[config.mk]
export PLATFORM = sky130hd
export DESIGN_NAME = piecewise_table_interpolator_top
export DESIGN_NICKNAME = d
export VERILOG_FILES = /design/src/rtl/core/pti_pkg.sv /design/src/rtl/core/pti_ram.sv /design/src/rtl/core/pti_div.sv /design/src/rtl/core/piecewise_table_interpolator_top.sv
export VERILOG_INCLUDE_DIRS = /design/src /design/src/rtl/core
export SDC_FILE = /design/constraint.sdc
export NUM_CORES = 2
export LEC_CHECK = 0
export BUFFER_PORTS_ARGS = -buffer_cell sky130_fd_sc_hd__buf_2
export CORE_UTILIZATION = 25
export CTS_CLUSTER_DIAMETER = 200
export DETAILED_ROUTE_END_ITERATION = 10
export SKIP_LAST_GASP = 1
export SYNTH_ARGS = -nofsm -noshare
export SYNTH_HDL_FRONTEND = slang
export SYNTH_HIERARCHICAL = 1
export SYNTH_SLANG_ARGS = --single-unit
[constraint.sdc]
create_clock -name clk -period 10 [get_ports clk]
set_clock_uncertainty 0.2 [all_clocks]
set_input_delay 2 -clock clk [delete_from_list [all_inputs] [get_ports clk]]
set_output_delay 2 -clock clk [all_outputs]
set_load 0.01 [all_outputs]
[src/rtl/core/piecewise_table_interpolator_top_defines.svh]
// Assertion macros shared by the interpolator RTL.
`ifndef PIECEWISE_TABLE_INTERPOLATOR_TOP_DEFINES_SVH
`define PIECEWISE_TABLE_INTERPOLATOR_TOP_DEFINES_SVH

// Same-cycle implication, disabled while reset is held.
`define PTI_ASSERT_IMP(lbl, clk, rst, ante, cons) \
  lbl: assert property (@(posedge clk) disable iff (!rst) (ante) |-> (cons)) \
    else $error("pti: same-cycle check failed");

// Next-cycle implication, disabled while reset is held.
`define PTI_ASSERT_NXT(lbl, clk, rst, ante, cons) \
  lbl: assert property (@(posedge clk) disable iff (!rst) (ante) |=> (cons)) \
    else $error("pti: next-cycle check failed");

`endif

[src/rtl/core/pti_pkg.sv]
// Shared constants, types and state codes for the breakpoint table interpolator.
package pti_pkg;

  // Default geometry
  localparam int ENTRIES_DEF    = 16;
  localparam int DIMS_DEF       = 4;
  localparam int VALUE_BITS_DEF = 16;

  // Fixed field widths
  localparam int TIME_BITS      = 32;
  localparam int ENTRY_IDX_BITS = 4;
  localparam int DIM_IDX_BITS   = 2;
  localparam int CFG_IDX_BITS   = 1;
  localparam int CFG_DATA_BITS  = 5;

  // Item commands
  localparam logic CMD_LOAD  = 1'b0;
  localparam logic CMD_QUERY = 1'b1;

  // Configuration register indexes
  localparam logic [CFG_IDX_BITS-1:0] REG_ENTRY_COUNT = 1'b0;
  localparam logic [CFG_IDX_BITS-1:0] REG_INTERPOLATE = 1'b1;

  // Result status codes
  localparam logic STATUS_OK  = 1'b0;
  localparam logic STATUS_BAD = 1'b1;

  // Query sequencer states
  typedef enum logic [2:0] {
    ST_IDLE,
    ST_SCAN,
    ST_RD_V0,
    ST_RD_V1,
    ST_DIFF,
    ST_MUL,
    ST_DIV,
    ST_EMIT
  } state_t;

  // Divider status towards the sequencer
  typedef struct packed {
    logic busy;
    logic done;
  } div_stat_t;

endpackage

[src/rtl/core/pti_ram.sv]
// Generic single-write, single-read RAM with registered read data.
module pti_ram #(
  parameter int WIDTH = pti_pkg::TIME_BITS,
  parameter int DEPTH = pti_pkg::ENTRIES_DEF,
  localparam int AW   = $clog2(DEPTH)
) (
  input  logic             clk,
  input  logic             we,
  input  logic [AW-1:0]    waddr,
  input  logic [WIDTH-1:0] wdata,
  input  logic             re,
  input  logic [AW-1:0]    raddr,
  output logic [WIDTH-1:0] rdata
);

  logic [WIDTH-1:0] mem_r [DEPTH];
  logic [WIDTH-1:0] rdata_r;

  // Write one word, register the read word
  always_ff @(posedge clk) begin
    if (we) begin
      mem_r[waddr] <= wdata;
    end
    if (re) begin
      rdata_r <= mem_r[raddr];
    end
  end

  assign rdata = rdata_r;

endmodule

[src/rtl/core/pti_div.sv]
// Restoring divider, one quotient bit per cycle, for the blend quotient.
module pti_div #(
  parameter int Q_W = pti_pkg::VALUE_BITS_DEF + 1,
  parameter int D_W = pti_pkg::TIME_BITS
) (
  input  logic               clk,
  input  logic               rst_n,
  input  logic               start,
  input  logic [Q_W+D_W-1:0] num,
  input  logic [D_W-1:0]     den,
  output logic [Q_W-1:0]     quo,
  output pti_pkg::div_stat_t stat
);

  localparam int CW = $clog2(Q_W + 1);

  logic [D_W-1:0] rem_r, rem_nxt;
  logic [Q_W-1:0] quo_r, quo_nxt;
  logic [CW-1:0]  cnt_r, cnt_nxt;
  logic           busy_r, busy_nxt;
  logic           done_r, done_nxt;
  logic [D_W:0]   trial;
  logic [D_W:0]   diff;
  logic           ge;

  // Trial subtract of the shifted remainder
  assign trial = {rem_r, quo_r[Q_W-1]};
  assign diff  = trial - {1'b0, den};
  assign ge    = (trial >= {1'b0, den});

  always_comb begin
    rem_nxt  = rem_r;
    quo_nxt  = quo_r;
    cnt_nxt  = cnt_r;
    busy_nxt = busy_r;
    done_nxt = 1'b0;
    if (start) begin
      // load: top bits are already below the divisor
      rem_nxt  = num[Q_W+D_W-1:Q_W];
      quo_nxt  = num[Q_W-1:0];
      cnt_nxt  = CW'(Q_W);
      busy_nxt = 1'b1;
    end else if (busy_r) begin
      rem_nxt = ge ? diff[D_W-1:0] : trial[D_W-1:0];
      quo_nxt = {quo_r[Q_W-2:0], ge};
      cnt_nxt = cnt_r - 1'b1;
      if (cnt_r == CW'(1)) begin
        busy_nxt = 1'b0;
        done_nxt = 1'b1;
      end
    end
  end

  // Hold control under reset, datapath free-running
  always_ff @(posedge clk) begin
    if (!rst_n) begin
      busy_r <= 1'b0;
      done_r <= 1'b0;
      cnt_r  <= '0;
    end else begin
      busy_r <= busy_nxt;
      done_r <= done_nxt;
      cnt_r  <= cnt_nxt;
    end
    rem_r <= rem_nxt;
    quo_r <= quo_nxt;
  end

  assign quo       = quo_r;
  assign stat.busy = busy_r;
  assign stat.done = done_r;

endmodule

[src/rtl/core/piecewise_table_interpolator_top.sv]
// Top level of the breakpoint table interpolator: sequencer, tables and output register.
//
// Input channel (in_valid / in_stall) carries one word per item. A load word
// (in_cmd = load) writes one breakpoint time and one value element in the
// cycle it is accepted; out-of-range indexes are dropped. A query word evaluates the
// table at in_query_time and yields one result word per dimension on the
// output channel (out_valid / out_stall), out_last marking the final one.
// out_status flags a table whose times in use decrease; those words carry 0.
// The block takes one item at a time: in_stall is high until a query is done.
// A query scans the entries in use through the time table's single read port,
// then per dimension reads one value in hold mode, or, when interpolating, reads
// two values, subtracts, multiplies and runs the bit-serial divider; a flagged
// table emits its words without reading values.
// A stalled receiver holds the output register and the sequencer waits there.
// Reset (rst_n low, synchronous) returns to idle, sets entry_count to 1 and
// hold mode; table contents are undefined until loaded.
// Configuration is written through cfg_we / cfg_index / cfg_wdata; the user
// must do so only while idle, as the block itself does not enforce it.
`include "piecewise_table_interpolator_top_defines.svh"

module piecewise_table_interpolator_top #(
  parameter int ENTRIES    = pti_pkg::ENTRIES_DEF,
  parameter int DIMS       = pti_pkg::DIMS_DEF,
  parameter int VALUE_BITS = pti_pkg::VALUE_BITS_DEF
) (
  input  logic                                clk,
  input  logic                                rst_n,
  input  logic                                in_valid,
  output logic                                in_stall,
  input  logic                                in_cmd,
  input  logic [pti_pkg::ENTRY_IDX_BITS-1:0]  in_entry_index,
  input  logic [pti_pkg::DIM_IDX_BITS-1:0]    in_dim_index,
  input  logic signed [pti_pkg::TIME_BITS-1:0] in_entry_time,
  input  logic signed [VALUE_BITS-1:0]        in_entry_value,
  input  logic signed [pti_pkg::TIME_BITS-1:0] in_query_time,
  output logic                                out_valid,
  input  logic                                out_stall,
  output logic signed [VALUE_BITS-1:0]        out_value,
  output logic [pti_pkg::DIM_IDX_BITS-1:0]    out_dim,
  output logic                                out_last,
  output logic                                out_status,
  input  logic                                cfg_we,
  input  logic [pti_pkg::CFG_IDX_BITS-1:0]    cfg_index,
  input  logic [pti_pkg::CFG_DATA_BITS-1:0]   cfg_wdata
);

  localparam int TW    = pti_pkg::TIME_BITS;
  localparam int ODW   = pti_pkg::DIM_IDX_BITS;
  localparam int IDX_W = $clog2(ENTRIES);
  localparam int CNT_W = $clog2(ENTRIES + 1);
  localparam int DIM_W = (DIMS > 1) ? $clog2(DIMS) : 1;
  localparam int VA_W  = $clog2(ENTRIES * DIMS);
  localparam int A_W   = VALUE_BITS + 1;
  localparam int NUM_W = A_W + TW;

  // Configuration registers
  logic [pti_pkg::CFG_DATA_BITS-1:0] entry_count_r;
  logic                              interpolate_r;

  // Sequencer state
  pti_pkg::state_t state_r, state_nxt;
  logic [CNT_W-1:0]       next_addr_r, next_addr_nxt;
  logic                   rdv_r, rdv_nxt;
  logic [IDX_W-1:0]       rd_idx_r, rd_idx_nxt;
  logic signed [TW-1:0]   qt_r, qt_nxt;
  logic signed [TW-1:0]   prev_time_r, prev_time_nxt;
  logic                   prev_q_r, prev_q_nxt;
  logic                   bad_r, bad_nxt;
  logic [IDX_W-1:0]       idx_r, idx_nxt;
  logic signed [TW-1:0]   t0_r, t0_nxt;
  logic signed [TW-1:0]   t1_r, t1_nxt;
  logic                   has_next_r, has_next_nxt;
  logic [DIM_W-1:0]       dim_r, dim_nxt;
  logic [TW-1:0]          dt_r, dt_nxt;
  logic [TW-1:0]          span_r, span_nxt;
  logic [VALUE_BITS-1:0]  v0_r, v0_nxt;
  logic [A_W-1:0]         a_r, a_nxt;
  logic                   neg_r, neg_nxt;
  logic [NUM_W-1:0]       prod_r, prod_nxt;
  logic                   div_start_r, div_start_nxt;
  logic [VALUE_BITS-1:0]  res_r, res_nxt;

  // Output register
  logic                  out_valid_r, out_valid_nxt;
  logic [VALUE_BITS-1:0] out_value_r, out_value_nxt;
  logic [ODW-1:0]        out_dim_r, out_dim_nxt;
  logic                  out_last_r, out_last_nxt;
  logic                  out_status_r, out_status_nxt;

  // Memory ports
  logic                  tram_we, tram_re;
  logic [IDX_W-1:0]      tram_waddr, tram_raddr;
  logic [TW-1:0]         tram_rdata;
  logic                  vram_we, vram_re;
  logic [VA_W-1:0]       vram_waddr, vram_raddr;
  logic [VALUE_BITS-1:0] vram_rdata;

  // Divider
  logic [A_W-1:0]        div_quo;
  pti_pkg::div_stat_t    div_stat;

  // Combinational helpers
  logic [CNT_W-1:0]      n_eff;
  logic                  load_ok;
  logic signed [TW-1:0]  td;
  logic                  td_le;
  logic [VA_W-1:0]       vbase;
  logic [A_W-1:0]        dv;
  logic [A_W:0]          v0x;
  logic [A_W:0]          blend_sum;

  // Clamp the entry count into 1..ENTRIES
  always_comb begin
    if (entry_count_r == '0) begin
      n_eff = CNT_W'(1);
    end else if (32'(entry_count_r) > 32'(ENTRIES)) begin
      n_eff = CNT_W'(ENTRIES);
    end else begin
      n_eff = CNT_W'(entry_count_r);
    end
  end

  assign in_stall = (state_r != pti_pkg::ST_IDLE);

  // Load path: both tables written in the accept cycle
  assign load_ok    = (32'(in_entry_index) < 32'(ENTRIES)) && (32'(in_dim_index) < 32'(DIMS));
  assign tram_we    = in_valid && !in_stall && (in_cmd == pti_pkg::CMD_LOAD) && load_ok;
  assign vram_we    = tram_we;
  assign tram_waddr = IDX_W'(in_entry_index);
  assign vram_waddr = VA_W'(VA_W'(in_entry_index) * VA_W'(DIMS)) + VA_W'(in_dim_index);

  // Scan datapath
  assign td    = signed'(tram_rdata);
  assign td_le = (td <= qt_r);

  // Value addressing and blend arithmetic
  assign vbase     = VA_W'(VA_W'(idx_r) * VA_W'(DIMS));
  assign dv        = {vram_rdata[VALUE_BITS-1], vram_rdata} - {v0_r[VALUE_BITS-1], v0_r};
  assign v0x       = {{2{v0_r[VALUE_BITS-1]}}, v0_r};
  assign blend_sum = neg_r ? (v0x - {1'b0, div_quo}) : (v0x + {1'b0, div_quo});

  // Read port selection
  always_comb begin
    tram_re    = 1'b0;
    tram_raddr = next_addr_r[IDX_W-1:0];
    vram_re    = 1'b0;
    vram_raddr = vbase + VA_W'(dim_r);
    case (state_r)
      pti_pkg::ST_IDLE: begin
        tram_re    = in_valid && (in_cmd == pti_pkg::CMD_QUERY);
        tram_raddr = '0;
      end
      pti_pkg::ST_SCAN: begin
        tram_re = (next_addr_r < n_eff);
      end
      pti_pkg::ST_RD_V0: begin
        vram_re = !bad_r;
      end
      pti_pkg::ST_RD_V1: begin
        vram_re    = interpolate_r && has_next_r;
        vram_raddr = vbase + VA_W'(DIMS) + VA_W'(dim_r);
      end
      default: begin
      end
    endcase
  end

  // Next state and datapath updates
  always_comb begin
    state_nxt      = state_r;
    next_addr_nxt  = next_addr_r;
    rdv_nxt        = rdv_r;
    rd_idx_nxt     = rd_idx_r;
    qt_nxt         = qt_r;
    prev_time_nxt  = prev_time_r;
    prev_q_nxt     = prev_q_r;
    bad_nxt        = bad_r;
    idx_nxt        = idx_r;
    t0_nxt         = t0_r;
    t1_nxt         = t1_r;
    has_next_nxt   = has_next_r;
    dim_nxt        = dim_r;
    dt_nxt         = dt_r;
    span_nxt       = span_r;
    v0_nxt         = v0_r;
    a_nxt          = a_r;
    neg_nxt        = neg_r;
    prod_nxt       = prod_r;
    div_start_nxt  = 1'b0;
    res_nxt        = res_r;
    out_valid_nxt  = out_valid_r && out_stall;
    out_value_nxt  = out_value_r;
    out_dim_nxt    = out_dim_r;
    out_last_nxt   = out_last_r;
    out_status_nxt = out_status_r;

    case (state_r)
      pti_pkg::ST_IDLE: begin
        // start a query: entry 0 is being read
        if (in_valid && (in_cmd == pti_pkg::CMD_QUERY)) begin
          qt_nxt        = in_query_time;
          rdv_nxt       = 1'b1;
          rd_idx_nxt    = '0;
          next_addr_nxt = CNT_W'(1);
          bad_nxt       = 1'b0;
          prev_q_nxt    = 1'b0;
          has_next_nxt  = 1'b0;
          idx_nxt       = '0;
          state_nxt     = pti_pkg::ST_SCAN;
        end
      end

      pti_pkg::ST_SCAN: begin
        // keep one time read in flight per cycle
        if (next_addr_r < n_eff) begin
          rdv_nxt       = 1'b1;
          rd_idx_nxt    = next_addr_r[IDX_W-1:0];
          next_addr_nxt = next_addr_r + 1'b1;
        end else begin
          rdv_nxt = 1'b0;
        end
        if (rdv_r) begin
          // flag decreasing times
          if ((rd_idx_r != '0) && (td < prev_time_r)) begin
            bad_nxt = 1'b1;
          end
          prev_time_nxt = td;
          prev_q_nxt    = td_le;
          // track the last entry not above the query and its successor
          if (td_le) begin
            idx_nxt      = rd_idx_r;
            t0_nxt       = td;
            has_next_nxt = 1'b0;
          end else if (prev_q_r) begin
            t1_nxt       = td;
            has_next_nxt = 1'b1;
          end
          if (CNT_W'(rd_idx_r) == (n_eff - 1'b1)) begin
            dim_nxt   = '0;
            state_nxt = pti_pkg::ST_RD_V0;
          end
        end
      end

      pti_pkg::ST_RD_V0: begin
        dt_nxt   = TW'(qt_r - t0_r);
        span_nxt = TW'(t1_r - t0_r);
        if (bad_r) begin
          res_nxt   = '0;
          state_nxt = pti_pkg::ST_EMIT;
        end else begin
          state_nxt = pti_pkg::ST_RD_V1;
        end
      end

      pti_pkg::ST_RD_V1: begin
        v0_nxt = vram_rdata;
        if (interpolate_r && has_next_r) begin
          state_nxt = pti_pkg::ST_DIFF;
        end else begin
          res_nxt   = vram_rdata;
          state_nxt = pti_pkg::ST_EMIT;
        end
      end

      pti_pkg::ST_DIFF: begin
        // magnitude and sign of v1 - v0
        neg_nxt   = dv[A_W-1];
        a_nxt     = dv[A_W-1] ? (~dv + 1'b1) : dv;
        state_nxt = pti_pkg::ST_MUL;
      end

      pti_pkg::ST_MUL: begin
        prod_nxt      = a_r * dt_r;
        div_start_nxt = 1'b1;
        state_nxt     = pti_pkg::ST_DIV;
      end

      pti_pkg::ST_DIV: begin
        if (div_stat.done) begin
          res_nxt   = blend_sum[VALUE_BITS-1:0];
          state_nxt = pti_pkg::ST_EMIT;
        end
      end

      pti_pkg::ST_EMIT: begin
        // hand over once the output register is free
        if (!out_valid_r || !out_stall) begin
          out_valid_nxt  = 1'b1;
          out_value_nxt  = res_r;
          out_dim_nxt    = ODW'(dim_r);
          out_last_nxt   = (dim_r == DIM_W'(DIMS - 1));
          out_status_nxt = bad_r ? pti_pkg::STATUS_BAD : pti_pkg::STATUS_OK;
          if (dim_r == DIM_W'(DIMS - 1)) begin
            state_nxt = pti_pkg::ST_IDLE;
          end else begin
            dim_nxt   = dim_r + 1'b1;
            state_nxt = pti_pkg::ST_RD_V0;
          end
        end
      end

      default: begin
        state_nxt = pti_pkg::ST_IDLE;
      end
    endcase
  end

  // Register control under reset, payload without
  always_ff @(posedge clk) begin
    if (!rst_n) begin
      state_r       <= pti_pkg::ST_IDLE;
      out_valid_r   <= 1'b0;
      div_start_r   <= 1'b0;
      rdv_r         <= 1'b0;
      entry_count_r <= pti_pkg::CFG_DATA_BITS'(1);
      interpolate_r <= 1'b0;
    end else begin
      state_r     <= state_nxt;
      out_valid_r <= out_valid_nxt;
      div_start_r <= div_start_nxt;
      rdv_r       <= rdv_nxt;
      if (cfg_we) begin
        case (cfg_index)
          pti_pkg::REG_ENTRY_COUNT: entry_count_r <= cfg_wdata;
          pti_pkg::REG_INTERPOLATE: interpolate_r <= cfg_wdata[0];
          default: begin
          end
        endcase
      end
    end
    next_addr_r  <= next_addr_nxt;
    rd_idx_r     <= rd_idx_nxt;
    qt_r         <= qt_nxt;
    prev_time_r  <= prev_time_nxt;
    prev_q_r     <= prev_q_nxt;
    bad_r        <= bad_nxt;
    idx_r        <= idx_nxt;
    t0_r         <= t0_nxt;
    t1_r         <= t1_nxt;
    has_next_r   <= has_next_nxt;
    dim_r        <= dim_nxt;
    dt_r         <= dt_nxt;
    span_r       <= span_nxt;
    v0_r         <= v0_nxt;
    a_r          <= a_nxt;
    neg_r        <= neg_nxt;
    prod_r       <= prod_nxt;
    res_r        <= res_nxt;
    out_value_r  <= out_value_nxt;
    out_dim_r    <= out_dim_nxt;
    out_last_r   <= out_last_nxt;
    out_status_r <= out_status_nxt;
  end

  assign out_valid  = out_valid_r;
  assign out_value  = signed'(out_value_r);
  assign out_dim    = out_dim_r;
  assign out_last   = out_last_r;
  assign out_status = out_status_r;

  // Breakpoint time table
  pti_ram #(
    .WIDTH (TW),
    .DEPTH (ENTRIES)
  ) u_time_ram (
    .clk   (clk),
    .we    (tram_we),
    .waddr (tram_waddr),
    .wdata (in_entry_time),
    .re    (tram_re),
    .raddr (tram_raddr),
    .rdata (tram_rdata)
  );

  // Breakpoint value table, entry-major
  pti_ram #(
    .WIDTH (VALUE_BITS),
    .DEPTH (ENTRIES * DIMS)
  ) u_value_ram (
    .clk   (clk),
    .we    (vram_we),
    .waddr (vram_waddr),
    .wdata (in_entry_value),
    .re    (vram_re),
    .raddr (vram_raddr),
    .rdata (vram_rdata)
  );

  // Blend quotient (|v1-v0| * dt) / span
  pti_div #(
    .Q_W (A_W),
    .D_W (TW)
  ) u_div (
    .clk   (clk),
    .rst_n (rst_n),
    .start (div_start_r),
    .num   (prod_r),
    .den   (span_r),
    .quo   (div_quo),
    .stat  (div_stat)
  );

  `PTI_ASSERT_IMP(a_div_done_in_div, clk, rst_n, div_stat.done, state_r == pti_pkg::ST_DIV)
  `PTI_ASSERT_IMP(a_div_idle_in_emit, clk, rst_n, state_r == pti_pkg::ST_EMIT, !div_stat.busy)
  `PTI_ASSERT_NXT(a_query_scans, clk, rst_n, in_valid && !in_stall && (in_cmd == pti_pkg::CMD_QUERY), state_r == pti_pkg::ST_SCAN)
  `PTI_ASSERT_IMP(a_bad_reads_zero, clk, rst_n, out_valid && (out_status == pti_pkg::STATUS_BAD), out_value == '0)
  `PTI_ASSERT_IMP(a_no_rw_overlap, clk, rst_n, vram_we || tram_we, !vram_re && !tram_re)

endmodule

==> results.py <==
metrics = {
    "worst_setup_path": {
        "critical_path_class": "reg -> reg",
        "critical-path-max-stage-delay_ns": 1.15,
        "arrival_ns": 8.56,
        "critPathRequiredTime_ns": 10.37,
        "endpoint_kind": "register",
        "rr_startpoint": "a_r[13]$_DFFE_PP_",
        "crit_slowest_cell": "edfxtp_1",
        "cpMostUsedCell": "fa_1",
        "cpLargestDelayFamily": "adder cells",
        "r2r_end": "prod_r[48]$_DFFE_PP_",
        "start_kind": "register",
        "reg2reg_depth": 20,
        "cp_num_buf_inv": 3,
        "rrSetupSlack_ns": 1.80,
        "crit_fanout": 32,
        "crit_chain": "nand2_1 -> fa_1 -> inv_1 -> fa_1 -> fa_1 -> fa_1 -> fa_1 -> inv_1 -> fa_1 -> inv_1 -> ha_1 -> a21o_1 -> a21o_1 -> a221oi_1 -> a31oi_1 -> a21oi_1 -> o21ai_1 -> a311oi_1 -> o21ai_0 -> xnor2_1",
    },
    "final_layout": {
        "reg_top3": "u_value_ram/mem_r x1024, u_time_ram/mem_r x512, prod_r x49",
        "num-fill-cells": 39680,
        "fin_nets": 7694,
        "final_cells": 12230,
        "top_register": "u_value_ram/mem_r",
        "area_growth_pct": 13.63,
        "drive_above_1_share": 0.1510,
        "final_util": 0.2863,
        "largest_register_ffs": 1024,
    },
    "global_routing": {
        "grt_max_degree": 125,
        "track_usage": 0.1247,
        "grt_pass1_vias": 58780,
        "grt_pass1_wl_mm": 380.3,
        "overflow": 0,
        "antenna_found_initial": 39,
    },
    "route": {
        "drt_iter0_markers": 4180,
        "drc": 0,
        "vias": 55970,
        "ant_nets": 0,
        "via_per_inst": 4.577,
        "routed_wl_mm": 254.2,
        "wl_per_cell_um": 20.78,
        "firstDrtPassIters": 5,
    },
    "timing": {
        "setup_viol_count_final": 0,
        "final-hold-violation-count": 0,
        "final.setup.tns_ns": 0,
        "worst_pin_slew_ns": 1.237,
        "maxSlewViolCount": 0,
        "rsz0062_at_grt": "no",
        "maxSlewHeadroom": 0.1747,
        "period_needed_ns": 8.197,
        "fmaxAchievable_mhz": 122.0,
        "fin_crit_sh": 0.8197,
        "holdWs_ns": 0.2348,
    },
    "place": {
        "placedCellCount": 11860,
        "dp_hpwl_mm": 165.7,
        "gp_congestion": 0.8731,
        "numPortBuffers": 119,
    },
    "logic_synthesis": {
        "ys_warn_count": 6,
        "postSynthCellCount": 6670,
        "syn_avg_cell_area_um2": 15.00,
        "syn_area_mm2": 0.1001,
        "syn_nets": 7545,
    },
    "run_status": {
        "status": "finished clean",
    },
    "clock_network": {
        "tritoncts": "yes",
        "htree_levels": 4,
        "cts_resized": 0,
        "cts_buffer_depth": 4,
        "hold_buffers": 0,
        "cts_made_buffers": 204,
        "post_cts_buffers": 0,
        "cts_root_buffer": "clkbuf_16",
        "cts.sinks": 1981,
        "cts.clk_slew.worst_paths_ns": 0.07,
        "clk_latency_ns": 0.84,
    },
    "floorplanning": {
        "die_y_um": 634.7,
        "num_rows": 231,
        "core_area_mm2": 0.3971,
        "io_pins": 120,
        "die-area_mm2": 0.4028,
        "die_x_um": 634.7,
        "initial_core_util": 0.2520,
    },
    "run": {
        "maxCapViolations": 0,
    },
    "hold_path": {
        "min_from": "res_r[10]$_DFFE_PP_",
        "holdPathEnd": "out_value[10]$_DFFE_PP_",
        "min_path_type": "reg -> reg",
        "worstHoldPathCells": 0,
    },
}
cell usage in the layout (no fill, tap or decap), drive strengths merged, types with 26 or more instances in the layout:
cell,instances
mux4,352
nand2b,35
clkbuf,237
o21a,31
a211oi,26
a21oi,198
nand3,62
a31oi,36
xor2,58
and2,234
clkinv,80
mux2i,97
ha,323
nor2b,66
a21o,105
xnor2,128
edfxtp,1962
and3,28
nor2,227
nand4,51
nor3,43
o21ai,118
fa,454
mux2,50
a22oi,103
buf,232
inv,739
nand2,569
per-layer routing:
layer  global-route usage  part of all wire  up-vias
met5                    0           0.00066        -
met4              0.04159             0.035       26
met3              0.02194             0.061      470
met2               0.2211              0.51     1658
met1               0.1524              0.40    29110
li1                     -                 -    24710
through the flow:
| stage | area [µm²] | setup WS [ns] |
|---|---|---|
| after floorplan | 100100 | 3.401 |
| after global placement | 107000 | 1.803 |
| after CTS | 113700 | 1.704 |
| final | 113700 | 1.803 |
| after detailed placement | 107000 | 1.803 |
| after global routing | 113700 | 1.304 |
worst max-delay path by stage:
stage                           start              endpoint  slack [ns]  cells after the start
global route        a_r[13]$_DFFE_PP_  prod_r[48]$_DFFE_PP_        1.30                     20
global placement    a_r[13]$_DFFE_PP_  prod_r[48]$_DFFE_PP_        1.80                     20
CTS                 a_r[13]$_DFFE_PP_  prod_r[48]$_DFFE_PP_        1.70                     20
finish              a_r[13]$_DFFE_PP_  prod_r[48]$_DFFE_PP_        1.80                     20
floorplan           dt_r[2]$_DFFE_PP_  prod_r[48]$_DFFE_PP_        3.40                     20
detailed placement  a_r[13]$_DFFE_PP_  prod_r[48]$_DFFE_PP_        1.80                     20
layout make-up:
| type | instances | area (µm²) | share of cell area |
|---|---|---|---|
| Antenna cell | 7 | 17.52 | 0.0001541 |
| Clock buffer | 237 | 5333 | 0.04690 |
| Clock inverter | 131 | 1408 | 0.01238 |
| Inverter | 731 | 2744 | 0.02413 |
| Multi-Input combinational cell | 3669 | 36850 | 0.3241 |
| Sequential cell | 1981 | 59300 | 0.5215 |
| Tap cell | 5242 | 6559 | 0.05768 |
| Timing Repair Buffer | 232 | 1494 | 0.01314 |
Power is not shown: default switching activity piles up to over one toggle a cycle in this logic, so the estimate is an artifact.
